**src/hdl/bqdo_pkg.sv**
```systemverilog
// ----------------------------------------------------------------------------
// bqdo_pkg
// Shared types and constants for the bounded drop-oldest record queue:
// operation codes, controller states and the command/status bundles.
// ----------------------------------------------------------------------------
package bqdo_pkg;

  localparam int OP_W           = 2;
  localparam int OCC_W          = 11;
  localparam int TAKE_W         = 7;
  localparam int CAP_RESET      = 1024;
  localparam int DEF_DEPTH      = 1024;
  localparam int DEF_RECORD_W   = 32;
  localparam int DEF_MAX_BURST  = 64;

  typedef enum logic [OP_W-1:0] {
    OP_PUSH   = 2'd0,
    OP_TAKE   = 2'd1,
    OP_RETURN = 2'd2,
    OP_NOP    = 2'd3
  } op_t;

  typedef enum logic [2:0] {
    ST_IDLE,
    ST_EXEC,
    ST_TRIM,
    ST_EMIT,
    ST_TAKE_RD,
    ST_TAKE_WR
  } state_t;

  typedef struct packed {
    logic latch_in;
    logic exec;
    logic trim;
    logic rd;
    logic load_info;
    logic load_take;
  } cmd_t;

  typedef struct packed {
    op_t  op;
    logic trim_req;
    logic take_none;
    logic last;
    logic out_free;
  } sts_t;

endpackage

```
**src/hdl/bqdo_ctrl.sv**
```systemverilog
// ----------------------------------------------------------------------------
// bqdo_ctrl
// Controller state machine: sequences one request through execute, trim,
// result and take-streaming steps and drives the datapath commands.
// ----------------------------------------------------------------------------
module bqdo_ctrl
  import bqdo_pkg::*;
(
  input  logic   clk,
  input  logic   rst_n,
  input  logic   in_valid,
  output logic   in_ready,
  input  sts_t   sts,
  output cmd_t   cmd
);

  state_t state_r;
  state_t state_nxt;

  always_ff @(posedge clk) begin
    if (!rst_n) begin
      state_r <= ST_IDLE;
    end else begin
      state_r <= state_nxt;
    end
  end

  always_comb begin
    state_nxt = state_r;
    case (state_r)
      ST_IDLE: begin
        if (in_valid) state_nxt = ST_EXEC;
      end
      ST_EXEC: begin
        if (sts.op == OP_TAKE && !sts.take_none) state_nxt = ST_TAKE_RD;
        else if (sts.trim_req)                    state_nxt = ST_TRIM;
        else                                      state_nxt = ST_EMIT;
      end
      ST_TRIM: state_nxt = ST_EMIT;
      ST_EMIT: begin
        if (sts.out_free) state_nxt = ST_IDLE;
      end
      ST_TAKE_RD: state_nxt = ST_TAKE_WR;
      ST_TAKE_WR: begin
        if (sts.out_free && sts.last) state_nxt = ST_IDLE;
      end
      default: state_nxt = ST_IDLE;
    endcase
  end

  always_comb begin
    cmd      = '0;
    in_ready = 1'b0;
    case (state_r)
      ST_IDLE: begin
        in_ready     = 1'b1;
        cmd.latch_in = in_valid;
      end
      ST_EXEC:    cmd.exec = 1'b1;
      ST_TRIM:    cmd.trim = 1'b1;
      ST_EMIT:    cmd.load_info = sts.out_free;
      ST_TAKE_RD: cmd.rd = 1'b1;
      ST_TAKE_WR: begin
        cmd.load_take = sts.out_free;
        cmd.rd        = sts.out_free && !sts.last;
      end
      default: begin
        cmd      = '0;
        in_ready = 1'b0;
      end
    endcase
  end

endmodule

```
**config.mk**
```make
export PLATFORM = sky130hd
export DESIGN_NAME = bqdo_ctrl
export DESIGN_NICKNAME = d
export VERILOG_FILES = /design/src/hdl/bqdo_pkg.sv /design/src/hdl/bqdo_ctrl.sv
export SDC_FILE = /design/constraint.sdc
export NUM_CORES = 1
export LEC_CHECK = 0
export BUFFER_PORTS_ARGS = -buffer_cell sky130_fd_sc_hd__buf_2
export CAP_MARGIN = 0
export CORE_AREA = 4 4 41 43
export DETAILED_ROUTE_END_ITERATION = 10
export DIE_AREA = 0 0 45 47
export SLEW_MARGIN = 25
export SYNTH_ARGS = -nofsm -noshare
export SYNTH_HDL_FRONTEND = slang
export SYNTH_SLANG_ARGS = --single-unit
```
**constraint.sdc**
```tcl
create_clock -name clk -period 1.6 [get_ports clk]
set_input_delay 0.32 -clock clk [delete_from_list [all_inputs] [get_ports clk]]
set_output_delay 0.32 -clock clk [all_outputs]
set_load 0.05 [all_outputs]
```
-- After elaboration in Yosys (flattened, before gate mapping)
Index checks and enable logic that the tools add are counted.
- eq/ne operators: 9
- muxes and demuxes: 13
- reduce and logical (&&, ||, !) cells: 7
- operator list (cell ; number):
    $pmux W3 S6 ; 1
    $mux W3 ; 4
    $mux W1 ; 7
    $eq A3 B2 Y1 const B ; 2
    $eq A3 B3 Y1 const B ; 2
    $ne A2 B2 Y1 const B ; 3
    $eq A3 B1 Y1 const B ; 1
    $logic_and A1 B1 Y1 ; 3
    $logic_not A3 Y1 ; 1
    $reduce_and A3 Y1 ; 1
    $eq A2 B1 Y1 const B ; 1
    $logic_not A1 Y1 ; 2
    $pmux W1 S2 ; 1
- register bits after elaboration: 3
- input port bits: 9
- output and inout port bits: 7
- word-level logic and storage cells: 30

-- Logic depth before layout (Yosys ltp)
Gate-level depths: netlist of run 1.
- word-level depth: 4
- mapped depth: 4
- gate-level depth less buffers: 3

-- Least setup slack after synthesis of run 1
Ideal clock, no wire load.
- kind: flip-flop to output port
- from: reg state_r[0]
- to: out cmd[5] (netlist name)
- arrival: 2204 ps
- required time: 1280 ps
- slack: -924 ps
- stages on the path, launching flop included: 4
- path buffers: 1
- cells stage by stage: dfxtp_1 -> clkbuf_1 -> nor3_1 -> and2_1
- RTL lines (element ; RTL line ; RTL):
    start: declaration ; bqdo_ctrl.sv:17 ; state_t state_r;
    start signal: assignment ; bqdo_ctrl.sv:24 ; state_r <= state_nxt;
    end: declaration ; bqdo_ctrl.sv:14 ; output cmd_t cmd

==> flow_summary_export.csv, run 1 <==
group,metric,value,unit
outcome,status,"complete, no violations",
synth,synthCells,37,
synth,synth_compound_area_share,21.3,%
power,p_int,0.263,mW
sta,min_period,1.51,ns
clock_tree,worstSkewPairLatency,0.22,ns
placement,port_buffers,15,
clock_tree,htree_levels,1,
sta,max_clock_freq,0.662,GHz
critical_path,timing.rr.end,"state_r[2]",
synth,synth_area_per_cell,7.00,sq um
cells_and_area,top_regs,"state_r: 3 flops",
synth,synth_edf_count,0,
detailed_routing,routed_via_density,4.51,
sta,relSlewSlack,84.2,%
power,p_leak,0.177,nW
floorplanning,initial_core_util,19.9,%
grt,antenna_found_initial,0,
floorplanning,die_w,45,um
synth,synth_top_family_by_area,"simple AND/OR/NAND/NOR gates",
synth,synth.area.mux_share,0,%
clock_tree,cts_resized,3,
worst_hold_path,hold_class,"in2reg",
grt,grt_usage,7.58,%
synth,synth_commonest_cells,"nand2_1, nand2b_1, dfxtp_1, nor2_1",
synth,yosys_warnings,0,
critical_path,path_class,"reg2out",
sta,tns,0,ns
synth,async_reset_ff_share,0,%
synth,netlist.top_cell.by_area,"dfxtp_1",
synth,yosysSeqAreaShare,23.2,%
floorplanning,core,1300,sq um
cells_and_area,top_register,"state_r",
cells_and_area,fin_util,31.0,%
synth,syn-num-nets,46,
critical_path,critPathMaxFanout,11,
critical_path,r2r-start,"state_r[0]",
synth,synthAdderAreaFrac,0,%
clock_tree,cts_buffers,3,
cells_and_area,regArea,63.8,sq um
synth,synth_top_area_share,23.2,%
synth,yosysUniqueCellTypes,21,
detailed_routing,drt-total-wl,695,um
synth,synth_area,259,sq um
placement,gp_congestion,0.675,
floorplanning,dieArea,2120,sq um
detailed_routing,drc,0,
cells_and_area,multi_input_area,204,sq um
cells_and_area,diodes,0,
sta,finalMaxSlewViolations,0,
clock_tree,cts_tree,"yes",
clock_tree,clk_pin_slew,0.03,ns
synth,yosys.area_share.simple,50.7,%
grt,grt_first_pass_wirelength,1200,um
clock_tree,ctsHoldBuffers,0,
critical_path,ff2ff_path_depth,3,
critical_path,r2r_slack,0.44,ns
cells_and_area,nets,65,
power,power.switching,0.203,mW
run,drv_cap,0,
sta,skew,0.00298,ns
synth,synth_xor_area_share,0,%
sta,finalHoldViolations,0,
synth,ys.flop_type,"dfxtp_1",
power,p_seq_share,26.1,%
critical_path,crit_arrival,1.19,ns
power,ir_drop,0.299,mV
critical_path,cp.required,1.28,ns
clock_tree,numClockSinks,3,
critical_path,endpoint_kind,"output pin",
floorplanning,die_h,47,um
detailed_routing,firstDrtPassIters,3,
critical_path,start_kind,"flip-flop",
power,p_clk_share,26.6,%
sta,finalSetupViolations,0,
synth,ys_seq_elements,3,
critical_path,crit_start,"state_r[1]",
synth,synthTopCellsByArea,"dfxtp_1, nand2b_1, nand2_1",
power,power.density,1160,nW/um^2
power,swShare,43.6,%
cells_and_area,fillers,152,
detailed_routing,first_iter_violations,3,
grt,grt_pass1_vias,275,
sta,grt_setup_unrepaired,"no",
cells_and_area,layout-drive-gt1-share,50.9,%
cells_and_area,area_growth_syn_to_layout,55.6,%
clock_tree,postCtsSetupRepairBufs,0,
detailed_routing,via_count,316,
power,pwr-share-comb,47.3,%
grt,grt_max_degree,12,
critical_path,endpoint,"cmd[5]",
detailed_routing,ant_nets,0,
sta,finalCritPeriodShare,94.4,%
cells_and_area,largest_reg_flops,3,
detailed_routing,avgRoutedWirePerCell,9.93,um
clock_tree,cts_root_buf,"clkbuf_4",
clock_tree,cts_max_path_buffers,2,
sta,worst_pin_slew,0.234,ns
grt,overflow,0,
floorplanning,rows,13,
floorplanning,ios,16,
[cells by family (layout without fill, tap and decap cells)]
| group | Yosys count | after routing |
|---|---|---|
| DFF | 3 | 3 |
| AOI/OAI and AO/OA | 8 | 8 |
| and+or+nand+nor | 23 | 23 |
| buffers and inverters | 3 | 21 |
[worst min-delay path by stage]
| stage | startpoint | endpoint | slack [ns] | cells after the start |
|---|---|---|---|---|
| floorplan | rst_n | state_r[2] | 0.46 | 2 |
| global placement | rst_n | state_r[2] | 0.61 | 3 |
| detailed placement | rst_n | state_r[2] | 0.62 | 3 |
| CTS | rst_n | state_r[2] | 0.37 | 3 |
| global route | rst_n | state_r[2] | 0.40 | 3 |
| finish | rst_n | state_r[2] | 0.37 | 3 |
[cells in the final DEF, fill, tap and decap left out, types with 2 or more instances in the layout]
cell	Yosys	routed
a21oi_1	2	2
nor2_1	3	3
clkbuf_4	0	3
nand3_1	2	2
nand2_1	4	4
nand2b_1	4	4
dfxtp_2	0	3
buf_2	1	15
buf_4	0	2
[layer usage]
metal,wire [um],part of all wire [%],track usage (%),up-vias
met5,0,0,0,-
met4,0,0,1.75,0
met3,55,7.9,2.30,0
met2,318,46,11.6,10
met1,321,46,10.4,138
li1,-,-,-,168
[worst max-delay path, stage by stage, from the launching register on]
cell	delay [ns]
dfxtp_2	0.38
nor3_4	0.19
and2_2	0.15
buf_2	0.25
[through the flow]
step | instance area (sq um) | hold WS (ns) | worst slack (ns) | instances | power [mW]
after floorplan | 277 | 0.463 | -0.191 | 37 | 0.288
after global placement | 373 | 0.609 | 0.194 | 66 | 0.343
after detailed placement | 373 | 0.616 | 0.179 | 66 | 0.343
after CTS | 403 | 0.372 | 0.0775 | 70 | 0.475
after global routing | 403 | 0.396 | 0.0162 | 70 | 0.504
final | 403 | 0.374 | 0.0898 | 70 | 0.466
[cell type report]
cell class / instances / share of cell area [%]
multi-input cells: 31 / 50.6
repair buffers: 17 / 22.4
flip-flops and latches: 3 / 15.8
well taps: 15 / 4.66
clock buffers: 4 / 6.52
[power groups by stage]
stage                     Sequential, mW  Clock [mW]  Combinational [mW]
after floorplan                   0.0932           0               0.194
after global placement             0.120           0               0.223
after detailed placement           0.120           0               0.223
after CTS                          0.122       0.130               0.224
after global routing               0.128       0.139               0.237
final                              0.122       0.124               0.221
Power figures use the tool's default switching activity.
==> run 2, diff against run 1 <==
--- a/config.mk
+++ b/config.mk
@@ -7,9 +7,14 @@
 export LEC_CHECK = 0
 export BUFFER_PORTS_ARGS = -buffer_cell sky130_fd_sc_hd__buf_2
 export CAP_MARGIN = 0
+export CELL_PAD_IN_SITES_DETAIL_PLACEMENT = 1
+export CELL_PAD_IN_SITES_GLOBAL_PLACEMENT = 1
 export CORE_AREA = 4 4 41 43
+export CTS_CLUSTER_SIZE = 40
 export DETAILED_ROUTE_END_ITERATION = 10
 export DIE_AREA = 0 0 45 47
+export PLACE_DENSITY_LB_ADDON = 0.1
+export RECOVER_POWER = 25
 export SLEW_MARGIN = 25
 export SYNTH_ARGS = -nofsm -noshare
 export SYNTH_HDL_FRONTEND = slang
==> flow_summary_export.csv, run 2 (synthesis results as in run 1) <==
group,metric,value,unit
sta,finalHoldViolations,0,
grt,overflow,0,
grt,grt_max_degree,9,
floorplanning,dieArea,2120,sq um
detailed_routing,route.met3.wl,62,um
cells_and_area,nets,66,
detailed_routing,first_iter_violations,1,
critical_path,start_kind,"flip-flop",
clock_tree,cts_max_path_buffers,2,
cells_and_area,area_growth_syn_to_layout,58.0,%
power,power.switching,0.220,mW
grt,grt_usage,9.31,%
floorplanning,die_h,47,um
clock_tree,cts_resized,0,
placement,place_ws,0.203,ns
cells_and_area,diodes,0,
clock_tree,clk_pin_slew,0.04,ns
grt,grt_first_pass_wirelength,1440,um
cells_and_area,largest_reg_flops,3,
power,p_total,0.486,mW
clock_tree,numClockSinks,3,
critical_path,endpoint_kind,"output pin",
grt,antenna_found_initial,0,
clock_tree,cts_root_buf,"clkbuf_4",
clock_tree,postCtsSetupRepairBufs,0,
detailed_routing,drt-total-wl,842,um
sta,worst_pin_slew,0.271,ns
floorplanning,die_w,45,um
cells_and_area,layout_common_cells,"buf_2, nand2b_1, nand2_1, clkbuf_4",
detailed_routing,routed_via_density,4.65,
clock_tree,ctsHoldBuffers,0,
placement,port_buffers,15,
floorplanning,ios,16,
clock_tree,cts_tree,"yes",
critical_path,crit_arrival,1.17,ns
sta,finalMaxSlewViolations,0,
power,ir_drop,0.255,mV
detailed_routing,avgRoutedWirePerCell,11.9,um
floorplanning,core,1300,sq um
floorplanning,rows,13,
sta,setup_slack,0.108,ns
cells_and_area,top_register,"state_r",
placement,gp_congestion,0.785,
power,p_int,0.265,mW
power,p_seq_share,23.0,%
power,swShare,45.4,%
detailed_routing,met1Wirelength,346,um
sta,grt_setup_unrepaired,"no",
cells_and_area,layout-drive-gt1-share,50.0,%
detailed_routing,wl_met2,433,um
sta,tns,0,ns
worst_hold_path,hold_class,"in2reg",
run,drv_cap,0,
sta,max_clock_freq,0.670,GHz
cells_and_area,regArea,63.8,sq um
cells_and_area,top_regs,"state_r: 3 flops",
sta,skew,0.00173,ns
sta,hold_slack,0.357,ns
cells_and_area,final_area,409,sq um
power,pwr-share-comb,48.6,%
sta,finalCritPeriodShare,93.2,%
power,p_clk_share,28.5,%
clock_tree,htree_levels,1,
detailed_routing,highest_layer,"met3",
floorplanning,initial_core_util,19.9,%
sta,finalSetupViolations,0,
sta,relSlewSlack,81.9,%
cells_and_area,multi_input_area,204,sq um
placement,dpl_cell_area,380,sq um
outcome,status,"complete, no violations",
detailed_routing,via_count,330,
cells_and_area,final_common_cell,"buf_2",
clock_tree,cts_buffers,3,
detailed_routing,firstDrtPassIters,2,
critical_path,critPathMaxFanout,5,
detailed_routing,drc,0,
sta,min_period,1.49,ns
power,p_leak,0.178,nW
critical_path,cp.required,1.28,ns
grt,grt_pass1_vias,346,
critical_path,path_class,"reg2out",
detailed_routing,ant_nets,0,
cells_and_area,fillers,177,
clock_tree,worstSkewPairLatency,0.23,ns
power,power.density,1190,nW/um^2
[run 2: changes by cell type in the layout (fill, tap and decap cells not counted)]
cell / delta
clkbuf_4: +1
buf_2: -1
clkbuf_1: +1
[run 2: area by class of cell]
class	instances	area share, %
multi-input combinational	31	49.8
timing repair buffer	18	23.5
sequential	3	15.6
clock buffer	4	6.42
tap	15	4.59
[run 2: through the flow]
step / utilization, % / std cells
CTS: 31.3 / 71
detailed placement: 29.2 / 67
global placement: 29.2 / 67
floorplan: - / 37
global route: 31.4 / 71
finish: 31.4 / 71
[run 2: final timing paths]
check	from	to	slack, ns	depth (start not counted)
max	state_r[1]	cmd[5]	0.11	3
min	rst_n	state_r[2]	0.36	3
max reg2reg	state_r[0]	state_r[2]	0.33	3
min reg2reg	state_r[0]	state_r[2]	0.64	3
[run 2: per-layer routing]
layer	global-route usage [%]	vias to the layer above
li1	-	171
met1	10.7	148
met2	16.4	11
met3	2.68	0
met4	3.51	0
met5	0	-
[run 2: critical path: stages (launching register included)]
cell and delay (ns):
dfxtp_2 0.35, nor3_4 0.19, and2_2 0.15, buf_2 0.25
[run 2: power by group through the flow]
stage / Sequential (mW) / Combinational (mW) / Clock (mW)
5_1_grt: 0.116 / 0.255 / 0.151
6_report: 0.112 / 0.236 / 0.138
4_1_cts: 0.110 / 0.244 / 0.142
2_1_floorplan: 0.0932 / 0.194 / 0
3_3_place_gp: 0.111 / 0.238 / 0
3_5_place_dp: 0.111 / 0.243 / 0
==> run 3, diff against run 2 <==
--- a/config.mk
+++ b/config.mk
@@ -7,7 +7,7 @@
 export LEC_CHECK = 0
 export BUFFER_PORTS_ARGS = -buffer_cell sky130_fd_sc_hd__buf_2
 export CAP_MARGIN = 0
-export CELL_PAD_IN_SITES_DETAIL_PLACEMENT = 1
+export CELL_PAD_IN_SITES_DETAIL_PLACEMENT = 0
 export CELL_PAD_IN_SITES_GLOBAL_PLACEMENT = 1
 export CORE_AREA = 4 4 41 43
 export CTS_CLUSTER_SIZE = 40
==> flow_summary_export.csv, run 3 (synthesis results as in run 1) <==
group,metric,value,unit
outcome,status,"complete, no violations",
critical_path,ff2ff_path_depth,3,
critical_path,start_kind,"flip-flop",
detailed_routing,drt-total-wl,818,um
floorplanning,die_h,47,um
power,swShare,45.3,%
power,ir_drop,0.412,mV
placement,port_buffers,15,
cells_and_area,largest_reg_flops,3,
sta,max_clock_freq,0.655,GHz
placement,gp_congestion,0.785,
cells_and_area,fin_util,31.5,%
floorplanning,die_w,45,um
sta,grt_setup_unrepaired,"no",
detailed_routing,ant_nets,0,
power,power.switching,0.219,mW
power,p_int,0.265,mW
sta,worst_pin_slew,0.250,ns
detailed_routing,drc,0,
sta,finalMaxSlewViolations,0,
cells_and_area,area_growth_syn_to_layout,58.5,%
grt,antenna_found_initial,0,
power,p_leak,0.177,nW
floorplanning,ios,16,
placement,place_inst,67,
floorplanning,rows,13,
sta,setup_slack,0.0725,ns
detailed_routing,routed_via_density,4.66,
clock_tree,cts_root_buf,"clkbuf_4",
placement,place_ws,0.218,ns
worst_hold_path,hold_end,"state_r[2]",
detailed_routing,via_count,331,
grt,grt_max_degree,9,
cells_and_area,final_common_cell,"buf_2",
grt,grt.met2_usage,14.4,%
detailed_routing,first_iter_violations,3,
cells_and_area,top_regs,"state_r: 3 flops",
floorplanning,core,1300,sq um
cells_and_area,layout-drive-gt1-share,48.2,%
floorplanning,dieArea,2120,sq um
placement,dpl_cell_area,380,sq um
cells_and_area,layoutNonFillerInstCount,71,
cells_and_area,nets,66,
grt,grt_usage,9.07,%
clock_tree,cts_resized,1,
sta,tns,0,ns
worst_hold_path,min_from,"rst_n",
floorplanning,initial_core_util,19.9,%
critical_path,r2r-start,"state_r[0]",
run,drv_cap,0,
clock_tree,postCtsSetupRepairBufs,0,
sta,finalSetupViolations,0,
clock_tree,cts_max_path_buffers,2,
clock_tree,ctsHoldBuffers,0,
clock_tree,worstSkewPairLatency,0.24,ns
detailed_routing,firstDrtPassIters,2,
sta,skew,0.00651,ns
cells_and_area,fillers,172,
grt,grt_first_pass_wirelength,1370,um
grt,use_met1,11.1,%
placement,dpl.hpwl,663,um
power,p_total,0.484,mW
critical_path,endpoint_kind,"output pin",
worst_hold_path,hold_class,"in2reg",
grt,overflow,0,
clock_tree,htree_levels,1,
critical_path,r2r_slack,0.33,ns
cells_and_area,final_area,410,sq um
detailed_routing,avgRoutedWirePerCell,11.5,um
power,pwr-share-comb,48.4,%
critical_path,cp.required,1.28,ns
cells_and_area,layout_common_cells,"buf_2, clkbuf_4, nand2b_1, nand2_1, nor2_1",
power,p_seq_share,23.2,%
clock_tree,cts_tree,"yes",
worst_hold_path,whs_path_depth,3,
cells_and_area,diodes,0,
sta,min_period,1.53,ns
grt,use_met3,2.30,%
power,p_clk_share,28.4,%
critical_path,path_class,"reg2out",
cells_and_area,top_register,"state_r",
grt,grt_pass1_vias,293,
grt,busiest_layer,"met2",
sta,hold_slack,0.361,ns
clock_tree,clk_pin_slew,0.04,ns
sta,finalCritPeriodShare,95.5,%
critical_path,critPathMaxFanout,5,
critical_path,crit_arrival,1.21,ns
critical_path,timing.rr.end,"state_r[2]",
sta,relSlewSlack,83.2,%
clock_tree,cts_buffers,3,
clock_tree,numClockSinks,3,
power,power.density,1180,nW/um^2
sta,finalHoldViolations,0,
-- run 3: how the worst max path moves through the flow --
stage / start / end / slack (ns) / cells past startpoint
final: state_r[1] / cmd[5] / 0.07 / 3
after CTS: state_r[2] / cmd[2] / 0.04 / 3
after detailed placement: sts[5] / state_r[2] / 0.22 / 4
after floorplan: state_r[1] / cmd[2] / -0.19 / 3
after global routing: state_r[1] / cmd[2] / 0.002 / 3
after global placement: sts[5] / state_r[2] / 0.23 / 4
-- run 3: critical path, stage by stage, from the launching register on --
cell,delay [ns]
dfxtp_1,0.37
nor3_4,0.20
and2_2,0.15
buf_2,0.25
-- run 3: final cells by class --
class / count / area [sq um] / area share (%)
Clock buffer: 4 / 26.3 / 6.40
Sequential cell: 3 / 62.6 / 15.2
Timing Repair Buffer: 18 / 98.8 / 24.1
Tap cell: 15 / 18.8 / 4.57
Multi-Input combinational cell: 31 / 204 / 49.7
-- run 3: metal layers --
| metal | vias to the layer above | routed length (um) | part of all wire, % |
|---|---|---|---|
| met5 | - | 0 | 0 |
| met4 | 0 | 17 | 2.1 |
| met3 | 2 | 54 | 6.6 |
| met2 | 13 | 385 | 47 |
| met1 | 146 | 361 | 44 |
| li1 | 170 | - | - |
-- run 3: power by group through the flow --
stage / clock (mW) / sequential, mW / combinational (mW)
after floorplan: 0 / 0.0932 / 0.194
after global placement: 0 / 0.111 / 0.238
after detailed placement: 0 / 0.111 / 0.239
after CTS: 0.143 / 0.111 / 0.240
after global routing: 0.152 / 0.115 / 0.252
final: 0.137 / 0.112 / 0.234
